--- src/rtl/core/hosc_pkg.sv ---
// ----------------------------------------------------------------------------
// hosc_pkg: shared types and constants of the RK4 oscillator core
// Register codes, reset values, operation codes and controller/datapath links.
// ----------------------------------------------------------------------------
package hosc_pkg;

  localparam int Q_W        = 32;   // state and product operand width
  localparam int SUM_W      = 35;   // exact weighted RK4 sum
  localparam int CFG_IDX_W  = 2;
  localparam int CFG_DATA_W = 32;

  localparam logic signed [Q_W-1:0] Q_MAX      = 32'sh7FFF_FFFF;
  localparam logic signed [Q_W-1:0] Q_MIN      = 32'sh8000_0000;
  localparam logic        [30:0]    ENERGY_MAX = 31'h7FFF_FFFF;

  // register reset values
  localparam logic        [30:0]    OMEGA_SQ_RST = 31'd16777216;
  localparam logic        [30:0]    TSTEP_RST    = 31'd2108287;
  localparam logic signed [Q_W-1:0] INIT_POS_RST = 32'sd0;
  localparam logic signed [Q_W-1:0] INIT_VEL_RST = 32'sd16777216;

  typedef enum logic [CFG_IDX_W-1:0] {
    CFG_OMEGA_SQ = 2'd0,
    CFG_TSTEP    = 2'd1,
    CFG_INIT_POS = 2'd2,
    CFG_INIT_VEL = 2'd3
  } cfg_idx_t;

  // one entry per product through the shared multiplier, in issue order
  typedef enum logic [3:0] {
    OP_W_X    = 4'd0,   // k1v
    OP_H_K1X  = 4'd1,   // midpoint for k2v
    OP_W_MID2 = 4'd2,   // k2v
    OP_H_K1V  = 4'd3,   // k2x
    OP_H_K2X  = 4'd4,   // midpoint for k3v
    OP_W_MID3 = 4'd5,   // k3v
    OP_H_K2V  = 4'd6,   // k3x
    OP_H_K3X  = 4'd7,   // end point for k4v
    OP_W_MID4 = 4'd8,   // k4v
    OP_H_K3V  = 4'd9,   // k4x
    OP_H_DX   = 4'd10,  // new position
    OP_H_DV   = 4'd11,  // new velocity
    OP_W_NX   = 4'd12,  // w * x_new
    OP_VV     = 4'd13,  // v_new squared
    OP_WX_X   = 4'd14   // wx * x_new
  } op_t;

  typedef struct packed {
    logic start;      // request accepted: restart handling, clear clip
    logic mul_en;     // load product register
    logic post_en;    // round, saturate, write destination
    op_t  op;
    logic div_start;  // launch divide by six
    logic div_sel;    // 0: position sum, 1: velocity sum
    logic div_take;   // capture quotient
    logic emit;       // load output register, bump count
  } dp_cmd_t;

  typedef struct packed {
    logic div_done;
  } dp_stat_t;

endpackage

--- src/rtl/core/hosc_if.sv ---
// ----------------------------------------------------------------------------
// hosc_if: request and result channels of the RK4 oscillator core
// Valid/ready channels; transfer when both are high at a rising edge.
// ----------------------------------------------------------------------------
interface hosc_in_if;
  logic valid;
  logic ready;
  logic restart;

  modport source (output valid, output restart, input ready);
  modport sink   (input valid, input restart, output ready);
endinterface

interface hosc_out_if;
  logic               valid;
  logic               ready;
  logic signed [31:0] position;
  logic signed [31:0] velocity;
  logic        [30:0] energy_twice;
  logic        [31:0] step_count;
  logic               saturated;

  modport source (output valid, output position, output velocity, output energy_twice,
                  output step_count, output saturated, input ready);
  modport sink   (input valid, input position, input velocity, input energy_twice,
                  input step_count, input saturated, output ready);
endinterface

--- src/rtl/core/harmonic_oscillator_rk4_step_core.sv ---
// ----------------------------------------------------------------------------
// harmonic_oscillator_rk4_step_core: one RK4 step of x'' = -w x per request
// Top level: sequencer, datapath and the channel/config connections.
// ----------------------------------------------------------------------------
// Usage
//   in_chan  : one request per step; restart=1 reloads the initial position
//              and velocity and clears the step count before stepping.
//   out_chan : one result per request: position, velocity, energy_twice
//              (v^2 + w x^2), step_count and a saturation flag.
//   cfg_*    : write-only registers, index 0 omega_squared, 1 time_step,
//              2 initial_position, 3 initial_velocity; write only while idle.
// Sequencing
//   Requests are handled one at a time: the next one is taken only after
//   the result of the last has been loaded into the output register. Each
//   step runs 15 products through the single shared 32x32 multiplier (a
//   multiply state and a round-and-combine state for each) and the
//   divide-by-six unit once for each of the two weighted sums.
// Reset
//   Synchronous, active low: registers to their defaults, state to the
//   default initial values, count to zero. No clearing pass.
// Stall
//   The result waits in the output register; a new request is accepted
//   meanwhile, but its result is held back until the previous one is taken.
// ----------------------------------------------------------------------------
module harmonic_oscillator_rk4_step_core #(
  parameter int FRAC_BITS = 24
) (
  input  logic                                clk,
  input  logic                                rst_n,
  hosc_in_if.sink                             in_chan,
  hosc_out_if.source                          out_chan,
  input  logic                                cfg_we,
  input  logic [hosc_pkg::CFG_IDX_W-1:0]      cfg_index,
  input  logic [hosc_pkg::CFG_DATA_W-1:0]     cfg_wdata
);
  import hosc_pkg::*;

  dp_cmd_t  cmd;   // sequencer -> datapath
  dp_stat_t stat;  // datapath  -> sequencer

  // sequencer: owns the handshakes and the output valid flag
  hosc_ctrl u_ctrl (
    .clk       (clk),
    .rst_n     (rst_n),
    .in_valid  (in_chan.valid),
    .in_ready  (in_chan.ready),
    .out_valid (out_chan.valid),
    .out_ready (out_chan.ready),
    .cmd       (cmd),
    .stat      (stat)
  );

  // datapath: registers, multiplier, divider, result register
  hosc_dp #(
    .FRAC_BITS (FRAC_BITS)
  ) u_dp (
    .clk              (clk),
    .rst_n            (rst_n),
    .cmd              (cmd),
    .stat             (stat),
    .in_restart       (in_chan.restart),
    .cfg_we           (cfg_we),
    .cfg_index        (cfg_index),
    .cfg_wdata        (cfg_wdata),
    .out_position     (out_chan.position),
    .out_velocity     (out_chan.velocity),
    .out_energy_twice (out_chan.energy_twice),
    .out_step_count   (out_chan.step_count),
    .out_saturated    (out_chan.saturated)
  );

  // a taken request keeps the block busy for at least the next cycle
  a_busy_after_req: assert property (@(posedge clk) disable iff (!rst_n)
    (in_chan.valid && in_chan.ready) |=> !in_chan.ready)
    else $error("request accepted on consecutive cycles");

  // the output register is never loaded over a result still waiting
  a_emit_slot_free: assert property (@(posedge clk) disable iff (!rst_n)
    cmd.emit |-> (!out_chan.valid || out_chan.ready))
    else $error("pending result overwritten");

  // every product is followed by its rounding step
  a_mul_then_post: assert property (@(posedge clk) disable iff (!rst_n)
    cmd.mul_en |=> cmd.post_en)
    else $error("product not post-processed");

  // the divider only finishes while a step is in flight
  a_div_in_step: assert property (@(posedge clk) disable iff (!rst_n)
    stat.div_done |-> !in_chan.ready)
    else $error("divider done while idle");

endmodule

--- src/rtl/core/hosc_div6.sv ---
// ----------------------------------------------------------------------------
// hosc_div6: divide by six, rounded half up
// Halves the magnitude, then divides by three one hex digit per cycle.
// ----------------------------------------------------------------------------
module hosc_div6 (
  input  logic                             clk,
  input  logic                             rst_n,
  input  logic                             start,
  input  logic signed [hosc_pkg::SUM_W-1:0] num,
  output logic                             done,
  output logic signed [hosc_pkg::Q_W-1:0]  quot
);
  import hosc_pkg::*;

  localparam int DVD_W  = 36;
  localparam int DIGITS = DVD_W / 4;
  localparam int CNT_W  = $clog2(DIGITS);

  logic                    prep_r, run_r, done_r, neg_r;
  logic [CNT_W-1:0]        cnt_r;
  logic signed [SUM_W-1:0] num_r;
  logic [DVD_W-1:0]        dvd_r, quo_r;
  logic [1:0]              rem_r;

  logic signed [SUM_W-1:0] n_val, mag;
  logic                    n_neg;
  logic [5:0]              val;
  logic [11:0]             qprod;
  logic [3:0]              qd;
  logic [5:0]              rem_full;
  logic [Q_W:0]            qmag, qsgn;

  always_comb begin
    n_val = num_r + SUM_W'(3);
    n_neg = n_val[SUM_W-1];
    mag   = n_neg ? (SUM_W'(5) - n_val) : n_val;
    // digit of the divide by three; x*43>>7 is exact for x < 48
    val      = {rem_r, dvd_r[DVD_W-1 -: 4]};
    qprod    = 12'(val) * 12'd43;
    qd       = qprod[10:7];
    rem_full = val - 6'(qd) * 6'd3;
    qmag     = quo_r[Q_W:0];
    qsgn     = neg_r ? ((Q_W+1)'(0) - qmag) : qmag;
  end

  assign done = done_r;
  assign quot = qsgn[Q_W-1:0];

  always_ff @(posedge clk) begin
    if (!rst_n) begin
      prep_r <= 1'b0;
      run_r  <= 1'b0;
      done_r <= 1'b0;
      cnt_r  <= '0;
    end else begin
      done_r <= 1'b0;
      if (start) begin
        prep_r <= 1'b1;
      end
      if (prep_r) begin
        prep_r <= 1'b0;
        run_r  <= 1'b1;
        cnt_r  <= CNT_W'(DIGITS - 1);
      end
      if (run_r) begin
        cnt_r <= cnt_r - 1'b1;
        if (cnt_r == '0) begin
          run_r  <= 1'b0;
          done_r <= 1'b1;
        end
      end
    end
  end

  always_ff @(posedge clk) begin
    if (start) begin
      num_r <= num;
    end
    if (prep_r) begin
      neg_r <= n_neg;
      dvd_r <= {2'b00, mag[SUM_W-1:1]};
      quo_r <= '0;
      rem_r <= 2'd0;
    end
    if (run_r) begin
      dvd_r <= {dvd_r[DVD_W-5:0], 4'd0};
      quo_r <= {quo_r[DVD_W-5:0], qd};
      rem_r <= rem_full[1:0];
    end
  end

endmodule

--- src/rtl/core/hosc_dp.sv ---
// ----------------------------------------------------------------------------
// hosc_dp: datapath of the RK4 oscillator core
// Config registers, state, shared multiplier, rounding/saturation, RK terms,
// divide-by-six unit, energy and the output register.
// ----------------------------------------------------------------------------
module hosc_dp #(
  parameter int FRAC_BITS = 24
) (
  input  logic                                 clk,
  input  logic                                 rst_n,
  input  hosc_pkg::dp_cmd_t                    cmd,
  output hosc_pkg::dp_stat_t                   stat,
  input  logic                                 in_restart,
  input  logic                                 cfg_we,
  input  logic        [hosc_pkg::CFG_IDX_W-1:0]  cfg_index,
  input  logic        [hosc_pkg::CFG_DATA_W-1:0] cfg_wdata,
  output logic signed [hosc_pkg::Q_W-1:0]      out_position,
  output logic signed [hosc_pkg::Q_W-1:0]      out_velocity,
  output logic        [30:0]                   out_energy_twice,
  output logic        [hosc_pkg::Q_W-1:0]      out_step_count,
  output logic                                 out_saturated
);
  import hosc_pkg::*;

  localparam int PROD_W = 2 * Q_W;
  localparam int RND_W  = PROD_W + 1 - FRAC_BITS;
  localparam logic signed [PROD_W:0]  RND_ADD_F = (PROD_W+1)'(1) << (FRAC_BITS - 1);
  localparam logic signed [PROD_W:0]  RND_ADD_H = (PROD_W+1)'(1) << FRAC_BITS;
  localparam logic signed [RND_W-1:0] R_MAX = RND_W'(Q_MAX);
  localparam logic signed [RND_W-1:0] R_MIN = RND_W'(Q_MIN);
  localparam logic signed [RND_W:0]   E_MAX = (RND_W+1)'(Q_MAX);
  localparam logic signed [Q_W:0]     S_MAX = (Q_W+1)'(Q_MAX);
  localparam logic signed [Q_W:0]     S_MIN = (Q_W+1)'(Q_MIN);

  // configuration
  logic        [30:0]    omega_sq_r, tstep_r;
  logic signed [Q_W-1:0] init_pos_r, init_vel_r;
  // state
  logic signed [Q_W-1:0] pos_r, vel_r;
  logic        [Q_W-1:0] count_r;
  // step working set
  logic signed [Q_W-1:0] k1v_r, k2x_r, k2v_r, k3x_r, k3v_r, k4x_r, k4v_r, mid_r;
  logic signed [Q_W-1:0] dx_r, dv_r, wx_r;
  logic                  wx_ovf_r, clip_r;
  logic signed [RND_W-1:0]  esq_r;
  logic        [30:0]    energy_r;
  logic signed [PROD_W-1:0] prod_r;
  // output register
  logic signed [Q_W-1:0] out_pos_r, out_vel_r;
  logic        [30:0]    out_energy_r;
  logic        [Q_W-1:0] out_count_r;
  logic                  out_sat_r;

  logic signed [Q_W-1:0]    w32, h32, opa, opb, base, rs, comb_sat;
  logic signed [PROD_W:0]   prod_ext, sum_f, sum_h, shf_f, shf_h;
  logic signed [RND_W-1:0]  rnd;
  logic                     half, rc, cc, neg_op, r_ovf, eclip;
  logic signed [Q_W:0]      base_ext, rs_ext, comb33;
  logic signed [RND_W:0]    esum;
  logic signed [SUM_W-1:0]  sx, sv;
  logic signed [Q_W-1:0]    quot;
  logic                     div_done;
  logic        [Q_W-1:0]    count_nxt;

  function automatic logic signed [SUM_W-1:0] ext_sum(input logic signed [Q_W-1:0] a);
    return SUM_W'(a);
  endfunction

  assign w32 = {1'b0, omega_sq_r};
  assign h32 = {1'b0, tstep_r};

  // multiplier operands
  always_comb begin
    opa = w32;
    opb = pos_r;
    unique case (cmd.op)
      OP_W_X:                         begin opa = w32;   opb = pos_r; end
      OP_H_K1X:                       begin opa = h32;   opb = vel_r; end
      OP_W_MID2, OP_W_MID3, OP_W_MID4: begin opa = w32;  opb = mid_r; end
      OP_H_K1V:                       begin opa = h32;   opb = k1v_r; end
      OP_H_K2X:                       begin opa = h32;   opb = k2x_r; end
      OP_H_K2V:                       begin opa = h32;   opb = k2v_r; end
      OP_H_K3X:                       begin opa = h32;   opb = k3x_r; end
      OP_H_K3V:                       begin opa = h32;   opb = k3v_r; end
      OP_H_DX:                        begin opa = h32;   opb = dx_r;  end
      OP_H_DV:                        begin opa = h32;   opb = dv_r;  end
      OP_W_NX:                        begin opa = w32;   opb = pos_r; end
      OP_VV:                          begin opa = vel_r; opb = vel_r; end
      OP_WX_X:                        begin opa = wx_r;  opb = pos_r; end
      default:                        begin opa = w32;   opb = pos_r; end
    endcase
  end

  // rounding (half up), saturation, and the add/negate that follows
  always_comb begin
    half = (cmd.op == OP_H_K1X) || (cmd.op == OP_H_K1V) ||
           (cmd.op == OP_H_K2X) || (cmd.op == OP_H_K2V);
    prod_ext = {prod_r[PROD_W-1], prod_r};
    sum_f    = prod_ext + RND_ADD_F;
    sum_h    = prod_ext + RND_ADD_H;
    shf_f    = sum_f >>> FRAC_BITS;
    shf_h    = sum_h >>> (FRAC_BITS + 1);
    rnd      = half ? shf_h[RND_W-1:0] : shf_f[RND_W-1:0];

    r_ovf = (rnd > R_MAX) || (rnd < R_MIN);
    rc    = r_ovf;
    if (rnd > R_MAX) begin
      rs = Q_MAX;
    end else if (rnd < R_MIN) begin
      rs = Q_MIN;
    end else begin
      rs = rnd[Q_W-1:0];
    end

    neg_op = (cmd.op == OP_W_X) || (cmd.op == OP_W_MID2) ||
             (cmd.op == OP_W_MID3) || (cmd.op == OP_W_MID4);
    base = ((cmd.op == OP_H_K1X) || (cmd.op == OP_H_K2X) ||
            (cmd.op == OP_H_K3X) || (cmd.op == OP_H_DX)) ? pos_r : vel_r;
    base_ext = {base[Q_W-1], base};
    rs_ext   = {rs[Q_W-1], rs};
    comb33   = neg_op ? -rs_ext : (base_ext + rs_ext);
    cc       = (comb33 > S_MAX) || (comb33 < S_MIN);
    if (comb33 > S_MAX) begin
      comb_sat = Q_MAX;
    end else if (comb33 < S_MIN) begin
      comb_sat = Q_MIN;
    end else begin
      comb_sat = comb33[Q_W-1:0];
    end

    // energy terms are non-negative; overflow of wx forces the limit
    esum  = {esq_r[RND_W-1], esq_r} + {rnd[RND_W-1], rnd};
    eclip = wx_ovf_r || (esum > E_MAX);
  end

  // weighted sums k1 + 2 k2 + 2 k3 + k4, exact
  always_comb begin
    sx = ext_sum(vel_r) + (ext_sum(k2x_r) <<< 1) + (ext_sum(k3x_r) <<< 1) + ext_sum(k4x_r);
    sv = ext_sum(k1v_r) + (ext_sum(k2v_r) <<< 1) + (ext_sum(k3v_r) <<< 1) + ext_sum(k4v_r);
  end

  hosc_div6 u_div6 (
    .clk   (clk),
    .rst_n (rst_n),
    .start (cmd.div_start),
    .num   (cmd.div_sel ? sv : sx),
    .done  (div_done),
    .quot  (quot)
  );

  assign stat.div_done = div_done;
  assign count_nxt     = count_r + 1'b1;

  // configuration and architectural state
  always_ff @(posedge clk) begin
    if (!rst_n) begin
      omega_sq_r <= OMEGA_SQ_RST;
      tstep_r    <= TSTEP_RST;
      init_pos_r <= INIT_POS_RST;
      init_vel_r <= INIT_VEL_RST;
      pos_r      <= INIT_POS_RST;
      vel_r      <= INIT_VEL_RST;
      count_r    <= '0;
      clip_r     <= 1'b0;
    end else begin
      if (cfg_we) begin
        unique case (cfg_index)
          CFG_OMEGA_SQ: omega_sq_r <= cfg_wdata[30:0];
          CFG_TSTEP:    tstep_r    <= cfg_wdata[30:0];
          CFG_INIT_POS: init_pos_r <= cfg_wdata;
          CFG_INIT_VEL: init_vel_r <= cfg_wdata;
          default: ;
        endcase
      end
      if (cmd.start) begin
        clip_r <= 1'b0;
        if (in_restart) begin
          pos_r   <= init_pos_r;
          vel_r   <= init_vel_r;
          count_r <= '0;
        end
      end
      if (cmd.post_en) begin
        unique case (cmd.op)
          OP_H_DX: begin pos_r <= comb_sat; clip_r <= clip_r | rc | cc; end
          OP_H_DV: begin vel_r <= comb_sat; clip_r <= clip_r | rc | cc; end
          OP_W_NX, OP_VV: ;
          OP_WX_X: clip_r <= clip_r | eclip;
          default: clip_r <= clip_r | rc | cc;
        endcase
      end
      if (cmd.emit) begin
        count_r <= count_nxt;
      end
    end
  end

  // working registers (payload, no reset)
  always_ff @(posedge clk) begin
    if (cmd.mul_en) begin
      prod_r <= opa * opb;
    end
    if (cmd.post_en) begin
      unique case (cmd.op)
        OP_W_X:    k1v_r <= comb_sat;
        OP_H_K1X:  mid_r <= comb_sat;
        OP_W_MID2: k2v_r <= comb_sat;
        OP_H_K1V:  k2x_r <= comb_sat;
        OP_H_K2X:  mid_r <= comb_sat;
        OP_W_MID3: k3v_r <= comb_sat;
        OP_H_K2V:  k3x_r <= comb_sat;
        OP_H_K3X:  mid_r <= comb_sat;
        OP_W_MID4: k4v_r <= comb_sat;
        OP_H_K3V:  k4x_r <= comb_sat;
        OP_W_NX: begin
          wx_r     <= rnd[Q_W-1:0];
          wx_ovf_r <= r_ovf;
        end
        OP_VV:     esq_r <= rnd;
        OP_WX_X:   energy_r <= eclip ? ENERGY_MAX : esum[30:0];
        default: ;
      endcase
    end
    if (cmd.div_take) begin
      if (cmd.div_sel) begin
        dv_r <= quot;
      end else begin
        dx_r <= quot;
      end
    end
    if (cmd.emit) begin
      out_pos_r    <= pos_r;
      out_vel_r    <= vel_r;
      out_energy_r <= energy_r;
      out_count_r  <= count_nxt;
      out_sat_r    <= clip_r;
    end
  end

  assign out_position     = out_pos_r;
  assign out_velocity     = out_vel_r;
  assign out_energy_twice = out_energy_r;
  assign out_step_count   = out_count_r;
  assign out_saturated    = out_sat_r;

endmodule

--- src/rtl/core/hosc_ctrl.sv ---
// ----------------------------------------------------------------------------
// hosc_ctrl: sequencer of the RK4 oscillator core
// Walks the product list through the shared multiplier, runs both divides
// and hands the result to the output register.
// ----------------------------------------------------------------------------
module hosc_ctrl (
  input  logic               clk,
  input  logic               rst_n,
  input  logic               in_valid,
  output logic               in_ready,
  output logic               out_valid,
  input  logic               out_ready,
  output hosc_pkg::dp_cmd_t  cmd,
  input  hosc_pkg::dp_stat_t stat
);
  import hosc_pkg::*;

  typedef enum logic [5:0] {
    S_IDLE     = 6'b000001,
    S_MUL      = 6'b000010,
    S_POST     = 6'b000100,
    S_DIV_GO   = 6'b001000,
    S_DIV_WAIT = 6'b010000,
    S_EMIT     = 6'b100000
  } state_t;

  state_t state_r, state_nxt;
  op_t    op_r, op_nxt;
  logic   div_sel_r, div_sel_nxt;
  logic   out_valid_r, out_valid_nxt;
  logic   slot_free;

  function automatic op_t next_op(input op_t op);
    op_t nxt;
    unique case (op)
      OP_W_X:    nxt = OP_H_K1X;
      OP_H_K1X:  nxt = OP_W_MID2;
      OP_W_MID2: nxt = OP_H_K1V;
      OP_H_K1V:  nxt = OP_H_K2X;
      OP_H_K2X:  nxt = OP_W_MID3;
      OP_W_MID3: nxt = OP_H_K2V;
      OP_H_K2V:  nxt = OP_H_K3X;
      OP_H_K3X:  nxt = OP_W_MID4;
      OP_W_MID4: nxt = OP_H_K3V;
      OP_H_DX:   nxt = OP_H_DV;
      OP_H_DV:   nxt = OP_W_NX;
      OP_W_NX:   nxt = OP_VV;
      OP_VV:     nxt = OP_WX_X;
      default:   nxt = OP_W_X;
    endcase
    return nxt;
  endfunction

  assign slot_free = !out_valid_r || out_ready;

  always_comb begin
    state_nxt   = state_r;
    op_nxt      = op_r;
    div_sel_nxt = div_sel_r;
    cmd         = '0;
    cmd.op      = op_r;
    cmd.div_sel = div_sel_r;
    unique case (state_r)
      S_IDLE: begin
        if (in_valid) begin
          cmd.start = 1'b1;
          op_nxt    = OP_W_X;
          state_nxt = S_MUL;
        end
      end
      S_MUL: begin
        cmd.mul_en = 1'b1;
        state_nxt  = S_POST;
      end
      S_POST: begin
        cmd.post_en = 1'b1;
        priority if (op_r == OP_H_K3V) begin
          div_sel_nxt = 1'b0;
          state_nxt   = S_DIV_GO;
        end else if (op_r == OP_WX_X) begin
          state_nxt = S_EMIT;
        end else begin
          op_nxt    = next_op(op_r);
          state_nxt = S_MUL;
        end
      end
      S_DIV_GO: begin
        cmd.div_start = 1'b1;
        state_nxt     = S_DIV_WAIT;
      end
      S_DIV_WAIT: begin
        if (stat.div_done) begin
          cmd.div_take = 1'b1;
          if (div_sel_r) begin
            op_nxt    = OP_H_DX;
            state_nxt = S_MUL;
          end else begin
            div_sel_nxt = 1'b1;
            state_nxt   = S_DIV_GO;
          end
        end
      end
      S_EMIT: begin
        if (slot_free) begin
          cmd.emit  = 1'b1;
          state_nxt = S_IDLE;
        end
      end
      default: state_nxt = S_IDLE;
    endcase
    out_valid_nxt = cmd.emit | (out_valid_r & ~out_ready);
  end

  always_ff @(posedge clk) begin
    if (!rst_n) begin
      state_r     <= S_IDLE;
      op_r        <= OP_W_X;
      div_sel_r   <= 1'b0;
      out_valid_r <= 1'b0;
    end else begin
      state_r     <= state_nxt;
      op_r        <= op_nxt;
      div_sel_r   <= div_sel_nxt;
      out_valid_r <= out_valid_nxt;
    end
  end

  assign in_ready  = (state_r == S_IDLE);
  assign out_valid = out_valid_r;

endmodule

--- src/flat_wrapper.sv ---
// flat-port wrapper written by rule: the top's interface ports become plain ports
module harmonic_oscillator_rk4_step_core_flat import hosc_pkg::*;
#(
  parameter int FRAC_BITS = 24
)
  (clk, rst_n, cfg_we, cfg_index, cfg_wdata, in_chan_valid, in_chan_restart, in_chan_ready, out_chan_valid, out_chan_position, out_chan_velocity, out_chan_energy_twice, out_chan_step_count, out_chan_saturated, out_chan_ready);
  hosc_in_if in_chan_i ();
  hosc_out_if out_chan_i ();
  input  logic clk;
  input  logic rst_n;
  input  logic cfg_we;
  input  logic [hosc_pkg::CFG_IDX_W-1:0] cfg_index;
  input  logic [hosc_pkg::CFG_DATA_W-1:0] cfg_wdata;
  input wire logic [$bits(in_chan_i.valid)-1:0] in_chan_valid;
  input wire logic [$bits(in_chan_i.restart)-1:0] in_chan_restart;
  output wire logic [$bits(in_chan_i.ready)-1:0] in_chan_ready;
  output wire logic [$bits(out_chan_i.valid)-1:0] out_chan_valid;
  output wire logic [$bits(out_chan_i.position)-1:0] out_chan_position;
  output wire logic [$bits(out_chan_i.velocity)-1:0] out_chan_velocity;
  output wire logic [$bits(out_chan_i.energy_twice)-1:0] out_chan_energy_twice;
  output wire logic [$bits(out_chan_i.step_count)-1:0] out_chan_step_count;
  output wire logic [$bits(out_chan_i.saturated)-1:0] out_chan_saturated;
  input wire logic [$bits(out_chan_i.ready)-1:0] out_chan_ready;
  assign in_chan_i.valid = in_chan_valid;
  assign in_chan_i.restart = in_chan_restart;
  assign in_chan_ready = in_chan_i.ready;
  assign out_chan_valid = out_chan_i.valid;
  assign out_chan_position = out_chan_i.position;
  assign out_chan_velocity = out_chan_i.velocity;
  assign out_chan_energy_twice = out_chan_i.energy_twice;
  assign out_chan_step_count = out_chan_i.step_count;
  assign out_chan_saturated = out_chan_i.saturated;
  assign out_chan_i.ready = out_chan_ready;
  harmonic_oscillator_rk4_step_core #(.FRAC_BITS(FRAC_BITS)) u_core (.clk(clk), .rst_n(rst_n), .in_chan(in_chan_i), .out_chan(out_chan_i), .cfg_we(cfg_we), .cfg_index(cfg_index), .cfg_wdata(cfg_wdata));
endmodule
--- config.mk ---
export PLATFORM = sky130hd
export DESIGN_NAME = harmonic_oscillator_rk4_step_core_flat
export DESIGN_NICKNAME = d
export VERILOG_FILES = /design/src/rtl/core/hosc_pkg.sv /design/src/rtl/core/hosc_if.sv /design/src/rtl/core/harmonic_oscillator_rk4_step_core.sv /design/src/rtl/core/hosc_div6.sv /design/src/rtl/core/hosc_dp.sv /design/src/rtl/core/hosc_ctrl.sv /design/src/flat_wrapper.sv
export SDC_FILE = /design/constraint.sdc
export NUM_CORES = 2
export LEC_CHECK = 0
export BUFFER_PORTS_ARGS = -buffer_cell sky130_fd_sc_hd__buf_4
export CAP_MARGIN = 20
export CORE_MARGIN = 1
export CORE_UTILIZATION = 35
export DETAILED_ROUTE_END_ITERATION = 10
export GPL_ROUTABILITY_DRIVEN = 0
export GPL_TIMING_DRIVEN = 0
export PLACE_DENSITY = 0.48
export SYNTH_ARGS = -nofsm -noshare
export SYNTH_HDL_FRONTEND = slang
export SYNTH_HIERARCHICAL = 1
export SYNTH_SLANG_ARGS = --single-unit
--- constraint.sdc ---
create_clock -name clk -period 18.5 [get_ports clk]
set_input_delay 3.7 -clock clk [delete_from_list [all_inputs] [get_ports clk]]
set_output_delay 3.7 -clock clk [all_outputs]
set_load 0.02 [all_outputs]
; ---- Yosys cells after proc, flatten, opt, wreduce, memory -nomap -nowiden
; Memory sizes are Yosys's and may differ from the RTL's. A register that Yosys moved wholly into a read port is not among the register bits.
; Index checks and enable logic that the tools add are counted.
[word_totals]
regBits = 965
romBits = 64
inputBits = 40
out_inout_bits = 130
n_memories = 1
[mem_list]
columns = name, words, width, rd, rd_clocked_by_memory_dff, wr, line_no
row1 = (no name shown), 16, 4, 1, 1, 0, hosc_ctrl.sv:35  ; unique case (op)
[classes]
n_addsub = 17
n_mul = 3
order_cmp = 5
eq_ne = 30
muxes = 66
bitwise = 8
reduce_logical = 50
[ops]
columns = cell, count
row1 = $mux 32, 19
row2 = $pmux 32 s9, 1
row3 = $pmux 32 s3, 1
row4 = $mux 36, 2
row5 = $add 34x33->35, 2
row6 = $add 35x32->35, 2
row7 = $mux 35, 2
row8 = $add 32x33->34, 2
row9 = $add 64x25->65 const B, 1
row10 = $add 64x26->65 const B, 1
row11 = $mul 32x32->64, 1
row12 = $add 41x41->42, 1
row13 = $gt 42x32->1 const B, 1
row14 = $gt 41x32->1 const B, 1
row15 = $lt 41x32->1 const B, 1
row16 = $mux 41, 1
row17 = $mux 4, 10
row18 = $reduce_and 2->1, 19
row19 = $pmux 6 s6, 1
row20 = $add 35x3->35 const B, 1
row21 = $sub 4x35->35 const A, 1
row22 = $add 32x32->33, 1
row23 = $gt 33x32->1 const B, 1
row24 = $lt 33x32->1 const B, 1
row25 = 40 further kinds, 105

; ---- Depth between registers and ports, before layout
[depth]
word_depth = 15
mapped_depth = 40

; ---- Cells and area by module
; The synthesis kept the hierarchy.
[modules_own_cells]
columns = module, instances, cells_each, area_each_um2, seq_area_each_um2
row1 = hosc_dp, 1, 7984, 78831.9, 22301.4
row2 = hosc_div6, 1, 704, 7236.9, 3283.1
row3 = hosc_ctrl, 1, 116, 1042.2, 320.3

; ---- Worst setup path before layout
; Ideal clock, no wire load.
[synth_path]
kind = input-to-reg
startpoint = input out_chan_ready
endpoint = register u_core.u_dp.count_r[3]
setup_time_ns = 0.115
arrival_time_ns = 11.168
path_slack_ns = 7.218
cell_stages = 7
n_path_buf = 1
path_cell_list = nand2b_1 -> nor2b_1 -> nor2_1 -> clkbuf_1 -> o21ai_0 -> o31ai_1 -> and2_1
[synth_rtl]
columns = item, line_no
row1 = start: declaration, flat_wrapper.sv:23  ; input wire logic [$bits(out_chan_i.ready)-1:0] out_chan_ready;
row2 = end signal: assignment, hosc_dp.sv:193  ; count_r <= count_nxt;
row3 = end: declaration, hosc_dp.sv:40  ; logic [Q_W-1:0] count_r;

; ---- Worst setup path after layout
[layout_path]
startpoint = register u_core.u_ctrl.op_r[3]
endpoint = register u_core.u_dp.prod_r[48], data pin
[layout_via]
elab_chain_cells = 4
word_cells_on_any_way = 19
[layout_rtl]
columns = item, line_no
row1 = start: declaration, hosc_ctrl.sv:28  ; op_t op_r, op_nxt;
row2 = start signal: assignment, hosc_ctrl.sv:122  ; op_r <= op_nxt;
row3 = $eq 4x2->1 (tied with other cells), hosc_dp.sv:76  ; unique case (cmd.op)
row4 = $reduce_or 8->1 (no line) (tied with other cells), -
row5 = $pmux 32 s3 / $pmux 32 s9 (equally long branches), hosc_dp.sv:76
row6 = $mul 32x32->64 *, hosc_dp.sv:201  ; prod_r <= opa * opb;
row7 = end signal: assignment, hosc_dp.sv:201
row8 = end: declaration, hosc_dp.sv:47  ; logic signed [PROD_W-1:0] prod_r;
; Every way passes the cells marked *; elsewhere a longest branch is shown, timed or not.
; A chain may end at the register's enable or synchronous reset.

==> flow_summary.yaml <==
power:
  swShare_pct: 43.3
  power.clock.fraction_pct: 25.7
  peakVddDrop_uv: 72.4
  comb_power_share_pct: 44.4
  p_leak_uw: 0.0405
  p_int_uw: 4610
  power_density_nw_per_um2: 83.7
  seq_power_share_pct: 29.9
  p_switching_uw: 3530
clock_tree:
  clkTransAtPathRegs_ns: 0.07
  postCtsSetupRepairBufs: 0
  clk_path_buf_depth: 3
  cts.htree.levels: 3
  numCtsBuffers: 100
  clk_latency_ns: 0.75
  cts_resized: 0
  cts_tree: "done"
  cts_sinks: 946
  root_buffer: "clkbuf_16"
  postCtsHoldBufs: 0
yosys:
  yosysUniqueCellTypes: 119
  yosys-top-cells-area: "fa_1 (28%), edfxtp_1 (24%), dfxtp_1 (5.7%), nand2_1 (5.7%), ha_1 (5.2%)"
  synth_commonest_cells: "nand2_1 (1314), fa_1 (1219), inv_1 (1187)"
  synth-seq-area-share_pct: 29.7
  synth_nets: 10424
  synth-seq-cells: 946
  async_reset_ff_share_pct: 0
  avgSynthCellArea_um2: 9.89
  post-synth-top-count-cell: "nand2_1"
  synth_area_leader_cell: "fa_1"
  synth_top_area_share_pct: 28.0
  synth_edf_count: 696
  synth_cells: 8804
  yosysWarnings: 6
  syn_area_um2: 87100
  ys.flop_type: "edfxtp_1"
place:
  hpwl_um: 293000
  pre_cts_slack_ns: 3.41
  portBuffers: 169
routing:
  dr.pass1.iters: 6
  routed_wl_um: 360000
  routed_via_density: 5.54
  num_vias: 69575
  post_drt_wl_per_cell_um: 28.6
  drtIter0Drc: 7908
  drc_errors: 0
  ant_nets: 0
sta:
  fmax_mhz: 64.2
  fin_setup_tns_ns: 0
  worst_pin_slew_ns: 1.39
  setup_viol: 0
  maxSlewHeadroom_pct: 7.23
  final.setup.worst_slack_ns: 2.93
  fin_crit_sh_pct: 84.2
  period_needed_ns: 15.57
  finalMaxSlewViolations: 0
  hold_violations: 0
  clock_skew_ns: 0.0367
  grt_setup_unrepaired: "no"
worst_setup_path:
  r2r_cells: 36
  critPathMaxFanout: 12
  slowest_stage: "clkbuf_1"
  cp.arrival_ns: 16.02
  ff2ff_setup_slack_ns: 2.93
  crit_top_cell: "fa_1"
  critPathMaxStageDelay_ns: 0.97
  r2r_end: "u_core/u_dp/prod_r[48]"
  crit_path_start_kind: "flop"
  crit_path_end_kind: "flop"
  critical_path_class: "flop to flop"
  critPathRequiredTime_ns: 18.95
  worstReg2RegStart: "u_core/u_ctrl/op_r[3]"
worst_hold_path:
  hold-path-endpoint: "u_core/u_dp/out_energy_twice[5]"
  hold_class: "flop to flop"
  min_from: "u_core/u_dp/energy_r[5]"
  min_delay_path_depth: 0
floorplan:
  core-area_um2: 247000
  rows: 182
  die_y_um: 501
  fp.dieW_um: 501
  start_util_pct: 35.3
  design.die.area_um2: 251000
  ios: 170
grt:
  overflow: 0
  grt_pass1_wl_um: 511000
  first_global_vias: 69702
  grt_max_degree: 68
  antenna_found_initial: 27
  track_usage_pct: 28.6
run:
  drv_cap: 0
layout:
  drive_above_1_share_pct: 7.09
  syn2layout_area_growth_pct: 11.6
  fillers: 24505
  fin_nets: 10780
status:
  status: "complete, no violations"
[metrics by stage]
stage          power [uW]  hold WS [ns]  instance area [um2]  utilization (%)  cells
5_1_grt              8460         0.431                97200             39.4  12561
2_1_floorplan        4350         0.400                87100                -   8804
3_5_place_dp         5970         0.405                93800             38.0  12363
4_1_cts              8110         0.410                97100             39.4  12549
3_3_place_gp         5920         0.406                92500             37.5  12285
6_report             8140         0.396                97200             39.4  12565
[power groups by stage]
stage / Clock, uW / Sequential, uW / Combinational [uW]
after global placement: 0 / 2480 / 3450
after floorplan: 0 / 2460 / 1890
final: 2090 / 2430 / 3620
after CTS: 2130 / 2430 / 3550
after global routing: 2200 / 2440 / 3820
after detailed placement: 0 / 2480 / 3490
[state kept, by name (all words and copies together), names as in the netlist, 35 cells and up, named ones only]
signal	cells
u_core/u_dp/prod_r	41
u_core/u_dp/u_div6/num_r	35
u_core/u_dp/esq_r	41
u_core/u_dp/u_div6/dvd_r	36
[critical path: cells and delay by family, from the launching register on]
kind	cells	cell delay, ns
adders and majority gates	9	3.79
DFF	1	0.50
buffers and inverters	10	4.25
xor gates and xnor gates	1	0.29
AOI/OAI and AO/OA	11	3.52
and+or+nand+nor	5	2.85
[metal layers]
layer | track usage [%] | vias to the layer above | share of wire (%)
li1 | - | 29732 | -
met4 | 14.7 | 10 | 6.1
met1 | 38.1 | 35520 | 41
met5 | 0 | - | 0.018
met3 | 6.28 | 765 | 9.5
met2 | 43.5 | 3548 | 44
[cells by family after synthesis]
| family | after synthesis | synth area share (%) |
|---|---|---|
| simple gates | 2971 | 15.5 |
| xor+xnor | 338 | 3.42 |
| buf+inv | 1634 | 7.21 |
| fa+ha+maj | 1597 | 33.4 |
| compound gates | 1242 | 9.73 |
| flops | 946 | 29.7 |
| mux | 76 | 0.954 |
[worst max-delay path by stage]
stage                          startpoint                     end  slack [ns]  cells after the start
global placement    u_core/u_ctrl/op_r[3]  u_core/u_dp/prod_r[48]        0.63                     37
finish              u_core/u_ctrl/op_r[3]  u_core/u_dp/prod_r[48]        2.93                     36
global route        u_core/u_ctrl/op_r[3]  u_core/u_dp/prod_r[48]        2.83                     36
CTS                 u_core/u_ctrl/op_r[3]  u_core/u_dp/prod_r[48]        3.29                     36
floorplan                  out_chan_ready  u_core/u_dp/count_r[3]        7.22                      7
detailed placement  u_core/u_ctrl/op_r[3]  u_core/u_dp/prod_r[48]        3.41                     36
[area by class of cell]
cell class | count | area (um2) | share of cell area (%)
Clock buffer | 125 | 2630 | 2.70
Buffer | 442 | 1800 | 1.85
Multi-Input combinational cell | 6224 | 55200 | 56.7
Antenna cell | 9 | 22.5 | 0.0232
Clock inverter | 61 | 702 | 0.722
Timing Repair Buffer | 254 | 2360 | 2.43
Inverter | 1192 | 4480 | 4.61
Tap cell | 3312 | 4140 | 4.26
Sequential cell | 946 | 25900 | 26.6
[placed cells by master (no fill, tap or decap), drive strengths merged, types with 50 or more instances in the layout]
cell type  count
nand2       1315
inv         1194
nor2         710
and2         108
clkbuf       496
nand2b        59
a21o          71
nor2b         50
buf          325
ha           361
a21oi        289
fa          1219
edfxtp       696
xor2         105
nand4         75
nor4          56
o21ai        215
a22oi         98
and3          86
xnor2        233
nand3        242
a21boi       127
dfxtp        250
nor3          90
No activity file was read; power rests on OpenSTA's default activity.
